`src/sv/smalu_pkg.sv`:
```
// Shared opcodes, status codes, widths and control types of the stack machine ALU.
`timescale 1ns / 1ps

package smalu_pkg;

    // Default sizes of the operand stack
    localparam int DEF_STACK_DEPTH = 128;
    localparam int DEF_WORD_WIDTH  = 32;

    // Port field widths
    localparam int REQ_W       = 4;
    localparam int IMM_W       = 32;
    localparam int KIND_W      = 2;
    localparam int VAL_W       = 32;
    localparam int STAT_W      = 3;
    localparam int DEPTH_OUT_W = 8;

    // Bits of the multiplier operand consumed per cycle
    localparam int MUL_DIGIT = 8;

    // Opcodes
    localparam logic [REQ_W-1:0] OP_HALT    = 4'd0;
    localparam logic [REQ_W-1:0] OP_PUSH    = 4'd1;
    localparam logic [REQ_W-1:0] OP_PRINT   = 4'd2;
    localparam logic [REQ_W-1:0] OP_PRINTLN = 4'd3;
    localparam logic [REQ_W-1:0] OP_BRANCH  = 4'd4;
    localparam logic [REQ_W-1:0] OP_ADD     = 4'd5;
    localparam logic [REQ_W-1:0] OP_SUB     = 4'd6;
    localparam logic [REQ_W-1:0] OP_MUL     = 4'd7;
    localparam logic [REQ_W-1:0] OP_DIV     = 4'd8;
    localparam logic [REQ_W-1:0] OP_LT      = 4'd9;
    localparam logic [REQ_W-1:0] OP_EQ      = 4'd10;
    localparam logic [REQ_W-1:0] OP_POP     = 4'd11;
    localparam logic [REQ_W-1:0] OP_NOP     = 4'd12;

    // Print kinds
    localparam logic [KIND_W-1:0] PK_NONE    = 2'd0;
    localparam logic [KIND_W-1:0] PK_PRINT   = 2'd1;
    localparam logic [KIND_W-1:0] PK_PRINTLN = 2'd2;

    // Status codes
    localparam logic [STAT_W-1:0] ST_OK        = 3'd0;
    localparam logic [STAT_W-1:0] ST_UNDERFLOW = 3'd1;
    localparam logic [STAT_W-1:0] ST_OVERFLOW  = 3'd2;
    localparam logic [STAT_W-1:0] ST_DIVZERO   = 3'd3;
    localparam logic [STAT_W-1:0] ST_HALTED    = 3'd4;

    // Request to the multiply/divide unit
    typedef struct packed {
        logic start;
        logic is_div;
    } t_md_ctrl;

endpackage

```
`src/sv/smalu_stack_ram.sv`:
```
// Operand stack memory: one write port, two registered read ports.
`timescale 1ns / 1ps

module smalu_stack_ram #(
    parameter int DEPTH = smalu_pkg::DEF_STACK_DEPTH,
    parameter int WIDTH = smalu_pkg::DEF_WORD_WIDTH
) (
    input  logic                     i_clk,
    input  logic                     i_wr_en,
    input  logic [$clog2(DEPTH)-1:0] i_wr_addr,
    input  logic [WIDTH-1:0]         i_wr_data,
    input  logic [$clog2(DEPTH)-1:0] i_rd_addr0,
    input  logic [$clog2(DEPTH)-1:0] i_rd_addr1,
    output logic [WIDTH-1:0]         o_rd_data0,
    output logic [WIDTH-1:0]         o_rd_data1
);

    logic [WIDTH-1:0] r_mem [DEPTH];

    // Write one entry
    always_ff @(posedge i_clk) begin
        if (i_wr_en) begin
            r_mem[i_wr_addr] <= i_wr_data;
        end
    end

    // Read two entries; the read data is registered
    always_ff @(posedge i_clk) begin
        o_rd_data0 <= r_mem[i_rd_addr0];
        o_rd_data1 <= r_mem[i_rd_addr1];
    end

endmodule

```
`config.mk`:
```
export PLATFORM = sky130hd
export DESIGN_NAME = smalu_stack_ram
export DESIGN_NICKNAME = d
export VERILOG_FILES = /design/src/sv/smalu_pkg.sv /design/src/sv/smalu_stack_ram.sv
export SDC_FILE = /design/constraint.sdc
export NUM_CORES = 2
export LEC_CHECK = 0
export BUFFER_PORTS_ARGS = -buffer_cell sky130_fd_sc_hd__buf_2
export CAP_MARGIN = 20
export CORE_ASPECT_RATIO = 0.8
export CORE_MARGIN = 1
export CORE_UTILIZATION = 30
export CTS_CLUSTER_DIAMETER = 150
export DETAILED_ROUTE_END_ITERATION = 7
export MAX_ROUTING_LAYER = met4
export PLACE_DENSITY_LB_ADDON = 0.2
export SLEW_MARGIN = 20
export SYNTH_ARGS = -nofsm -noshare
export SYNTH_HDL_FRONTEND = slang
export SYNTH_SLANG_ARGS = --single-unit
```
`constraint.sdc`:
```
create_clock -name i_clk -period 3.3 [get_ports i_clk]
set_input_delay 0.33 -clock i_clk [delete_from_list [all_inputs] [get_ports i_clk]]
set_output_delay 0.33 -clock i_clk [all_outputs]
set_load 0.03 [all_outputs]
```
==> impl_metrics.yaml <==
sta:
  finalCriticalPeriod_ns: 2.91
  rsz0062_at_grt: "false"
  hold_viol: 0
  tightest_slew_ns: 1.16
  setup_tns_ns: 0
  finalCritPeriodShare: 0.881
  relSlewSlack: 0.224
  setup_viol: 0
  max_freq_mhz: 344
  slew_violations: 0
  worst_slack_ns: 0.394
  fin_skew_ns: 0.0758
grt:
  grt_pass1_vias: 103000
  grt_first_pass_wirelength_um: 952000
  grt_use_total: 0.227
  grt-ovfl-total: 0
  grt_max_degree: 129
  antenna_found_initial: 114
power:
  ir_drop_v: 0.000435
  p_leak_nw: 68.3
  power_mw: 119
  power.density_nw_per_um2: 528
cts:
  cts_buffer_depth: 4
  tritoncts: "done"
  h-tree-depth: 5
  cts.sinks: 4160
  clk_latency_ns: 1.09
  cts.repair.resized: 0
  clk_pin_slew_worst_paths_ns: 0.06
  numCtsBuffers: 424
  clock-root-buffer: "clkbuf_16"
routing:
  drc: 0
  firstDrtPassIters: 7
  wirelength_um: 708000
  detailroute.via_count: 102000
  avgRoutedWirePerCell_um: 40.5
  drt_iter0_drc: 16400
  via_per_inst: 5.85
  drtAntennaViolNets: 0
flow_run:
  drv_cap: 0
critical_path:
  cp.arrival_ns: 3.62
  path_cells: "dlygate4sd3_1, buf_2, nor2_1, nand4_1, dlygate4sd3_1, buf_4, nor2_4, buf_12"
  path_class: "input port to register"
  critPathLaunchType: "input port"
  critPathSlowestCell: "nor2_4"
  cp_common_cell: "dlygate4sd3_1"
  crit_family: "buffers and inverters"
  crit_start: "i_wr_addr[3]"
  max_stage_delay_ns: 0.86
  worst-path-max-fanout: 11
  critPathCaptureType: "register"
  r2r_start: "r_mem[87][9]"
  worst-path-buf-inv: 5
  cp.required_ns: 4.01
yosys:
  syn_area_um2: 189000
  muxShareOfSynthArea: 0.325
  netlist_instances: 7701
  synthSimpleGateAreaFrac: 0.00369
  synth_compound_area_frac: 0
  postSynthAreaPerCell_um2: 24.5
  synth_xor_area_frac: 0
  yosysTopAreaCell: "edfxtp_1"
  ys_ff_latch: 4160
  synth_nets: 7756
  seq_area_frac_synth: 0.658
  synth_top_family_by_area: "multiplexers"
  synth_area_leaders: "edfxtp_1 65%, mux4_2 32%, clkbuf_1 0.73%"
  yosys_warnings: 0
  synthAdderAreaFrac: 0
  yosys.area.top_type_share: 0.652
  yosysUniqueCellTypes: 17
placement:
  hpwl_um: 440000
  port_buffers: 118
  post_dp_cell_area_um2: 210000
  pre_cts_slack_ns: -0.375
  placed_cells: 16500
  gp_congestion: 0.831
floorplan:
  core_um2: 627000
  dieArea_um2: 632000
  ios: 119
  fp.dieH_um: 711
  initial_core_util: 0.301
  row_count: 260
  die_x_um: 889
final_layout:
  fin_area_um2: 225000
  final_nets: 8634
  areaGrowthSynthToFinish_pct: 19.0
  final_cell_count_no_fill: 17500
  drive_gt1_frac: 0.504
outcome:
  outcome: "complete, no violations"
hold_path:
  hp-class: "input port to register"
  hp-start: "i_wr_addr[4]"
[timing repair]
item                                    4_1_cts  5_1_grt
hold endpoints to repair                   2133        0
hold buffers                                 46        0
setup buffers                                 0        0
endpoints found under the setup margin        0        0
[area by class of cell]
type / instances / area (um2)
fillers: 56600 / 402000
flip-flops and latches: 4160 / 124000
multi-input cells: 2922 / 63000
repair buffers: 1071 / 13000
clock buffers: 545 / 11400
well taps: 8384 / 10500
clock inverters: 239 / 2060
diodes: 169 / 423
[worst paths after layout]
kind                        end  slack, ns  cells after the start
setup reg to reg  o_rd_data1[9]       0.54                      4
hold / removal    r_mem[73][22]       0.14                      5
setup / recovery  r_mem[96][24]       0.39                      8
hold reg to reg   o_rd_data1[0]       1.16                      4
[cell usage in the layout (no fill, tap or decap)]
cell type,Yosys,final
buf_12,0,391
buf_16,0,2
buf_2,103,74
buf_4,17,548
buf_6,2,2
buf_8,0,6
bufinv_16,0,30
clkbuf_1,365,95
clkbuf_16,0,432
clkbuf_8,0,20
clkinv_1,0,94
clkinv_16,0,1
clkinv_2,0,75
clkinv_4,0,5
clkinv_8,0,5
clkinvlp_4,0,13
dfxtp_1,64,64
diode_2,0,169
dlygate4sd3_1,0,46
edfxtp_1,4096,4096
inv_16,0,3
inv_6,0,12
inv_8,0,1
mux2_2,64,64
mux4_2,2688,2688
nand2_1,14,14
nand2b_1,2,2
nand3_1,12,8
nand3_2,0,4
nand4_1,3,3
nor2_1,122,3
nor2_4,0,119
nor2b_1,7,7
nor3_2,0,3
nor3_4,0,6
or3_1,1,1
[worst reg2reg max path: cells and delay by family, from the launching register on]
family	cells	cell delay, ns
muxes	4	2.25
DFF	1	0.40
[flip-flops by register name (all words and copies together), names as in the netlist]
name	count
o_rd_data0	32
o_rd_data1	32
r_mem	4096
[kinds of logic (layout without fill, tap and decap cells)]
group / count (synthesis) / after routing
buffers and inverters: 619 / 1855
DFF: 4160 / 4160
muxes: 2752 / 2752
other: 0 / 169
and+or+nand+nor: 170 / 170
[cell usage after synthesis]
cell type  instances
edfxtp_1        4096
mux4_2          2688
clkbuf_1         365
buf_1            132
nor2_1           122
buf_2            103
dfxtp_1           64
mux2_2            64
buf_4             17
nand2_1           14
nand3_1           12
nor3_1             9
nor2b_1            7
nand4_1            3
buf_6              2
nand2b_1           2
or3_1              1
[report_power, final]
group	leakage (nW)	internal (mW)	switching, mW
sequential	37.4	58.4	0.491
combinational	24.3	4.91	6.44
clock	6.59	26.7	21.6
total	68.3	90.0	28.5
[per-layer routing]
metal / up-vias / share of wire / track usage
met4: 0 / 0.029 / 0.0545
met1: 58000 / 0.42 / 0.320
met3: 922 / 0.098 / 0.0547
li1: 37400 / - / -
met2: 6031 / 0.45 / 0.334
met5: - / 0 / -
[metrics by stage]
step                      hold WS [ns]   util
after floorplan                  0.429      -
after global placement           0.740  0.335
after detailed placement         0.758  0.335
after CTS                       0.0299  0.357
after global routing            0.0679  0.358
final                            0.140  0.358
(Power assumes the default switching activity.)
