<file path="config.mk">
export PLATFORM = sky130hd
export DESIGN_NAME = smalu_muldiv
export DESIGN_NICKNAME = d
export VERILOG_FILES = /design/src/sv/smalu_pkg.sv /design/src/sv/smalu_muldiv.sv
export SDC_FILE = /design/constraint.sdc
export NUM_CORES = 1
export LEC_CHECK = 0
export BUFFER_PORTS_ARGS = -buffer_cell sky130_fd_sc_hd__buf_2
export CAP_MARGIN = 20
export CELL_PAD_IN_SITES_DETAIL_PLACEMENT = 0
export CELL_PAD_IN_SITES_GLOBAL_PLACEMENT = 1
export CORE_MARGIN = 1
export CORE_UTILIZATION = 31
export CTS_CLUSTER_DIAMETER = 80
export DETAILED_ROUTE_END_ITERATION = 8
export PLACE_DENSITY_LB_ADDON = 0.2
export SYNTH_ARGS = -nofsm -noshare
export SYNTH_HDL_FRONTEND = slang
export SYNTH_SLANG_ARGS = --single-unit
export TNS_END_PERCENT = 100
</file>
<file path="constraint.sdc">
create_clock -name i_clk -period 5.4 [get_ports i_clk]
set_input_delay 0 -clock i_clk [delete_from_list [all_inputs] [get_ports i_clk]]
set_output_delay 0 -clock i_clk [all_outputs]
set_load 0.02 [all_outputs]
</file>
<file path="src/sv/smalu_pkg.sv">
// Shared opcodes, status codes, widths and control types of the stack machine ALU.
`timescale 1ns / 1ps

package smalu_pkg;

    // Default sizes of the operand stack
    localparam int DEF_STACK_DEPTH = 128;
    localparam int DEF_WORD_WIDTH  = 32;

    // Port field widths
    localparam int REQ_W       = 4;
    localparam int IMM_W       = 32;
    localparam int KIND_W      = 2;
    localparam int VAL_W       = 32;
    localparam int STAT_W      = 3;
    localparam int DEPTH_OUT_W = 8;

    // Bits of the multiplier operand consumed per cycle
    localparam int MUL_DIGIT = 8;

    // Opcodes
    localparam logic [REQ_W-1:0] OP_HALT    = 4'd0;
    localparam logic [REQ_W-1:0] OP_PUSH    = 4'd1;
    localparam logic [REQ_W-1:0] OP_PRINT   = 4'd2;
    localparam logic [REQ_W-1:0] OP_PRINTLN = 4'd3;
    localparam logic [REQ_W-1:0] OP_BRANCH  = 4'd4;
    localparam logic [REQ_W-1:0] OP_ADD     = 4'd5;
    localparam logic [REQ_W-1:0] OP_SUB     = 4'd6;
    localparam logic [REQ_W-1:0] OP_MUL     = 4'd7;
    localparam logic [REQ_W-1:0] OP_DIV     = 4'd8;
    localparam logic [REQ_W-1:0] OP_LT      = 4'd9;
    localparam logic [REQ_W-1:0] OP_EQ      = 4'd10;
    localparam logic [REQ_W-1:0] OP_POP     = 4'd11;
    localparam logic [REQ_W-1:0] OP_NOP     = 4'd12;

    // Print kinds
    localparam logic [KIND_W-1:0] PK_NONE    = 2'd0;
    localparam logic [KIND_W-1:0] PK_PRINT   = 2'd1;
    localparam logic [KIND_W-1:0] PK_PRINTLN = 2'd2;

    // Status codes
    localparam logic [STAT_W-1:0] ST_OK        = 3'd0;
    localparam logic [STAT_W-1:0] ST_UNDERFLOW = 3'd1;
    localparam logic [STAT_W-1:0] ST_OVERFLOW  = 3'd2;
    localparam logic [STAT_W-1:0] ST_DIVZERO   = 3'd3;
    localparam logic [STAT_W-1:0] ST_HALTED    = 3'd4;

    // Request to the multiply/divide unit
    typedef struct packed {
        logic start;
        logic is_div;
    } t_md_ctrl;

endpackage

</file>
<file path="src/sv/smalu_muldiv.sv">
// Iterative multiplier (one digit per cycle) and signed restoring divider (one bit per cycle).
`timescale 1ns / 1ps

module smalu_muldiv #(
    parameter int WORD_WIDTH = smalu_pkg::DEF_WORD_WIDTH
) (
    input  logic                  i_clk,
    input  logic                  i_rst_n,
    input  smalu_pkg::t_md_ctrl   i_ctrl,
    input  logic [WORD_WIDTH-1:0] i_a,
    input  logic [WORD_WIDTH-1:0] i_b,
    output logic                  o_done,
    output logic [WORD_WIDTH-1:0] o_result
);

    localparam int W         = WORD_WIDTH;
    localparam int DIG       = smalu_pkg::MUL_DIGIT;
    localparam int MUL_STEPS = (W + DIG - 1) / DIG;
    localparam int CNT_W     = $clog2(W + 1);

    logic             r_busy;
    logic             r_done;
    logic             r_is_div;
    logic             r_neg;
    logic [CNT_W-1:0] r_cnt;
    logic [W-1:0]     r_acc;   // product or partial remainder
    logic [W-1:0]     r_x;     // shifted multiplicand or dividend/quotient
    logic [W-1:0]     r_y;     // shifted multiplier or divisor magnitude

    logic [W-1:0]     mag_a;
    logic [W-1:0]     mag_b;
    logic [W+DIG-1:0] mul_pp;
    logic [W:0]       rem_sh;
    logic [W:0]       rem_diff;

    // Operand magnitudes for the divider
    assign mag_a = i_a[W-1] ? ({W{1'b0}} - i_a) : i_a;
    assign mag_b = i_b[W-1] ? ({W{1'b0}} - i_b) : i_b;

    // One partial product and one trial subtraction per cycle
    assign mul_pp   = r_x * r_y[DIG-1:0];
    assign rem_sh   = {r_acc, r_x[W-1]};
    assign rem_diff = rem_sh - {1'b0, r_y};

    // Sequence control
    always_ff @(posedge i_clk) begin
        if (!i_rst_n) begin
            r_busy <= 1'b0;
            r_done <= 1'b0;
        end else begin
            r_done <= 1'b0;
            if (i_ctrl.start) begin
                r_busy <= 1'b1;
            end else if (r_busy && r_cnt == CNT_W'(1)) begin
                r_busy <= 1'b0;
                r_done <= 1'b1;
            end
        end
    end

    // Datapath: load operands, then advance one step per cycle
    always_ff @(posedge i_clk) begin
        if (i_ctrl.start) begin
            r_is_div <= i_ctrl.is_div;
            r_acc    <= '0;
            r_neg    <= i_a[W-1] ^ i_b[W-1];
            if (i_ctrl.is_div) begin
                r_x   <= mag_a;
                r_y   <= mag_b;
                r_cnt <= CNT_W'(W);
            end else begin
                r_x   <= i_a;
                r_y   <= i_b;
                r_cnt <= CNT_W'(MUL_STEPS);
            end
        end else if (r_busy) begin
            r_cnt <= r_cnt - CNT_W'(1);
            if (r_is_div) begin
                if (!rem_diff[W]) begin
                    r_acc <= rem_diff[W-1:0];
                    r_x   <= {r_x[W-2:0], 1'b1};
                end else begin
                    r_acc <= rem_sh[W-1:0];
                    r_x   <= {r_x[W-2:0], 1'b0};
                end
            end else begin
                r_acc <= r_acc + mul_pp[W-1:0];
                r_x   <= r_x << DIG;
                r_y   <= r_y >> DIG;
            end
        end
    end

    // Apply the quotient sign on the way out
    assign o_done   = r_done;
    assign o_result = r_is_div ? (r_neg ? ({W{1'b0}} - r_x) : r_x) : r_acc;

endmodule

</file>
==> results.toml <==
[outcome]
status = "completed"

[timing]
fin_crit_sh_pct = 97.4
max_clock_freq_mhz = 190
fin_crit_ps = 5260
finClkSkew_ps = 14.1
hold_slack_ps = 16.2
slew_headroom_pct = 26.0
fin_ws_ps = 139
tns_ps = 0
final_hold_viol_count = 0
drv_slew = 0
setup_violations = 0
worstMarginPinSlew_ps = 1110

[final_layout]
synthToLayoutAreaGrowth_pct = 21.9
layout_commonest_cell = "inv_1"
postLayoutCoreUtil_pct = 38.5
drive_gt1_share_pct = 19.0
antennaDiodeCount = 0
final_cell_mix = "inv_1, buf_4, nand2_1, fa_1, and2_1"
nets = 2533

[route]
drt_iter0_drc = 879
wl_mm = 54.5
viasPerCell = 4.90
avgRoutedWirePerCell_um = 18.9
vias = 14146
drcViolationCount = 0
dr.pass1.iters = 5
ant_nets = 0

[synthesis]
synth_edf_count = 72
synthCells = 1973
seq_area_frac_synth_pct = 17.4
async_reset_ff_share_pct = 0
synth-seq-cells = 106
ys_warn_count = 0
syn_nets = 2307
ys_types = 62
synth_flop_cell = "edfxtp_1"
netlist_area_sq_mm = 0.0163
avgSynthCellArea_sq_um = 8.28

[floorplanning]
dieWidth_um = 232
num_rows = 83
core_area_sq_mm = 0.0517
ioPinCount = 101
initial_core_util_pct = 31.6
dieArea_sq_mm = 0.0537
chipHeight_um = 232

[global_route]
grt_most_used_layer = "met1"
met2_usage_pct = 31.3
grt_usage_pct = 20.7
met1_usage_pct = 31.3
grt_pass1_vias = 14254
met3_usage_pct = 2.26
gr-total-overflow = 0
grt_max_degree = 63
antenna_found_initial = 3
grt_pass1_wl_mm = 84.5

[worst_setup_path]
critPathMostFrequentCell = "fa_1"
path_cells = "buf_4 -> buf_4 -> nand2_1 -> fa_1 -> inv_1 -> fa_1 -> fa_1 -> inv_2 -> fa_1 -> inv_2 -> ha_4 -> and3_4 -> nand4_1 -> a21oi_4 -> nor2_4 -> o41ai_2 -> buf_4 -> mux2_4 -> a2111oi_4 -> o32ai_1"
crit_slowest_cell = "fa_1"
cpPeakStageDelay_ps = 590
worstPathArrival_ps = 5520
critPathRequiredTime_ps = 5660
worst_setup_path_end_kind = "register"
critPathMaxFanout = 5
crit_type = "reg -> reg"
cp-start-kind = "register"

[clocking]
cts_max_level = 3
clock_sinks = 106
ctsLongestPathBuffers = 2
cts_inserted_buffers = 9
clk_latency_ps = 400
clk_pin_slew_ps = 90
cts.root.buffer_cell = "clkbuf_16"
cts_tree = "yes"

[placement]
dp_slack_ps = -360
portBuffers = 100
dp_hpwl_mm = 44.5
place_congestion = 0.863

[flow_run]
cap_viol_max_count = 0

[worst_hold_path]
min_path_type = "in -> reg"
-- final cells by class --
class,count,area [sq um]
well taps,680,851
clock inverters,7,86.3
multi-input cells,1460,12500
fillers,5392,31800
flip-flops and latches,106,2840
repair buffers,316,2300
inverters,306,1150
clock buffers,9,225
-- per-layer routing --
layer  part of all wire (%)  routed length (um)  vias to the layer above
met5                      0                   0                        -
met4                    1.4                 789                        0
met3                    3.9                2140                       30
met2                     44               24000                      296
met1                     51               27600                     6944
li1                       -                   -                     6876
-- Yosys cell counts (25+ instances only) --
| cell type | number | area [sq um] |
|---|---|---|
| a21oi_1 | 140 | 701 |
| dfxtp_1 | 34 | 681 |
| fa_1 | 187 | 3740 |
| inv_1 | 304 | 1140 |
| edfxtp_1 | 72 | 2160 |
| and2_1 | 152 | 951 |
| xor2_1 | 81 | 709 |
| a21o_1 | 25 | 188 |
| xnor2_1 | 75 | 657 |
| nor2_1 | 146 | 548 |
| ha_1 | 79 | 988 |
| nand2_1 | 181 | 679 |
| clkbuf_1 | 88 | 330 |
| mux2i_1 | 51 | 510 |
| o21ai_0 | 93 | 465 |
-- critical path, delay by kind of cell, from the launching register on --
kind	cells	cell delay, ps
compound gates	4	900
buf+inv	6	660
flops	1	500
fa+ha+maj	5	2220
mux	1	310
simple gates	4	530
-- per-stage QoR --
step / cell area, sq um / instances
finish: 19900 / 2884
global route: 19900 / 2884
CTS: 19200 / 2855
detailed placement: 18600 / 2821
global placement: 18600 / 2821
floorplan: 16300 / 1973
-- logic make-up (layout without fill, tap and decap cells) --
| logic type | count (synthesis) | count (layout) | share of synthesized area (%) |
|---|---|---|---|
| AO/OA/AOI/OAI | 396 | 396 | 15.2 |
| XOR/XNOR | 156 | 156 | 8.36 |
| adder cells (fa/ha/maj) | 266 | 266 | 28.9 |
| buffers and inverters | 407 | 638 | 9.42 |
| flip-flops | 106 | 106 | 17.4 |
| multiplexers | 52 | 52 | 3.19 |
| AND/OR/NAND/NOR | 590 | 590 | 17.5 |
-- flip-flops by register name, indices dropped and copies added (netlist names) --
name and count:
r_acc 32, r_x 32, r_is_div 1, r_cnt 6, o_done 1, r_neg 1
r_y 32, r_busy 1
-- worst paths after layout --
path                                            start                      to  slack (ps)  cells after the start
worst max-delay path                r_x[12]$_DFFE_PP_  r_acc[30]$_SDFFE_PP0P_         140                     20
worst min-delay path                          i_a[27]       r_x[27]$_DFFE_PP_          20                      4
worst max register to register      r_x[12]$_DFFE_PP_  r_acc[30]$_SDFFE_PP0P_         140                     20
worst min register to register  r_acc[1]$_SDFFE_PP0P_   r_acc[1]$_SDFFE_PP0P_         530                      2
-- what timing repair did --
action,in CTS,in global routing
buffers inserted,9,25
cloned,0,3
hold buffers,9,0
pin swaps,12,106
setup endpoints to repair,8,16
gates resized for setup,24,111
endpoints found under the hold margin,11,0
Power is not shown: default switching activity piles up to over one toggle a cycle in this logic, so the estimate is an artifact.
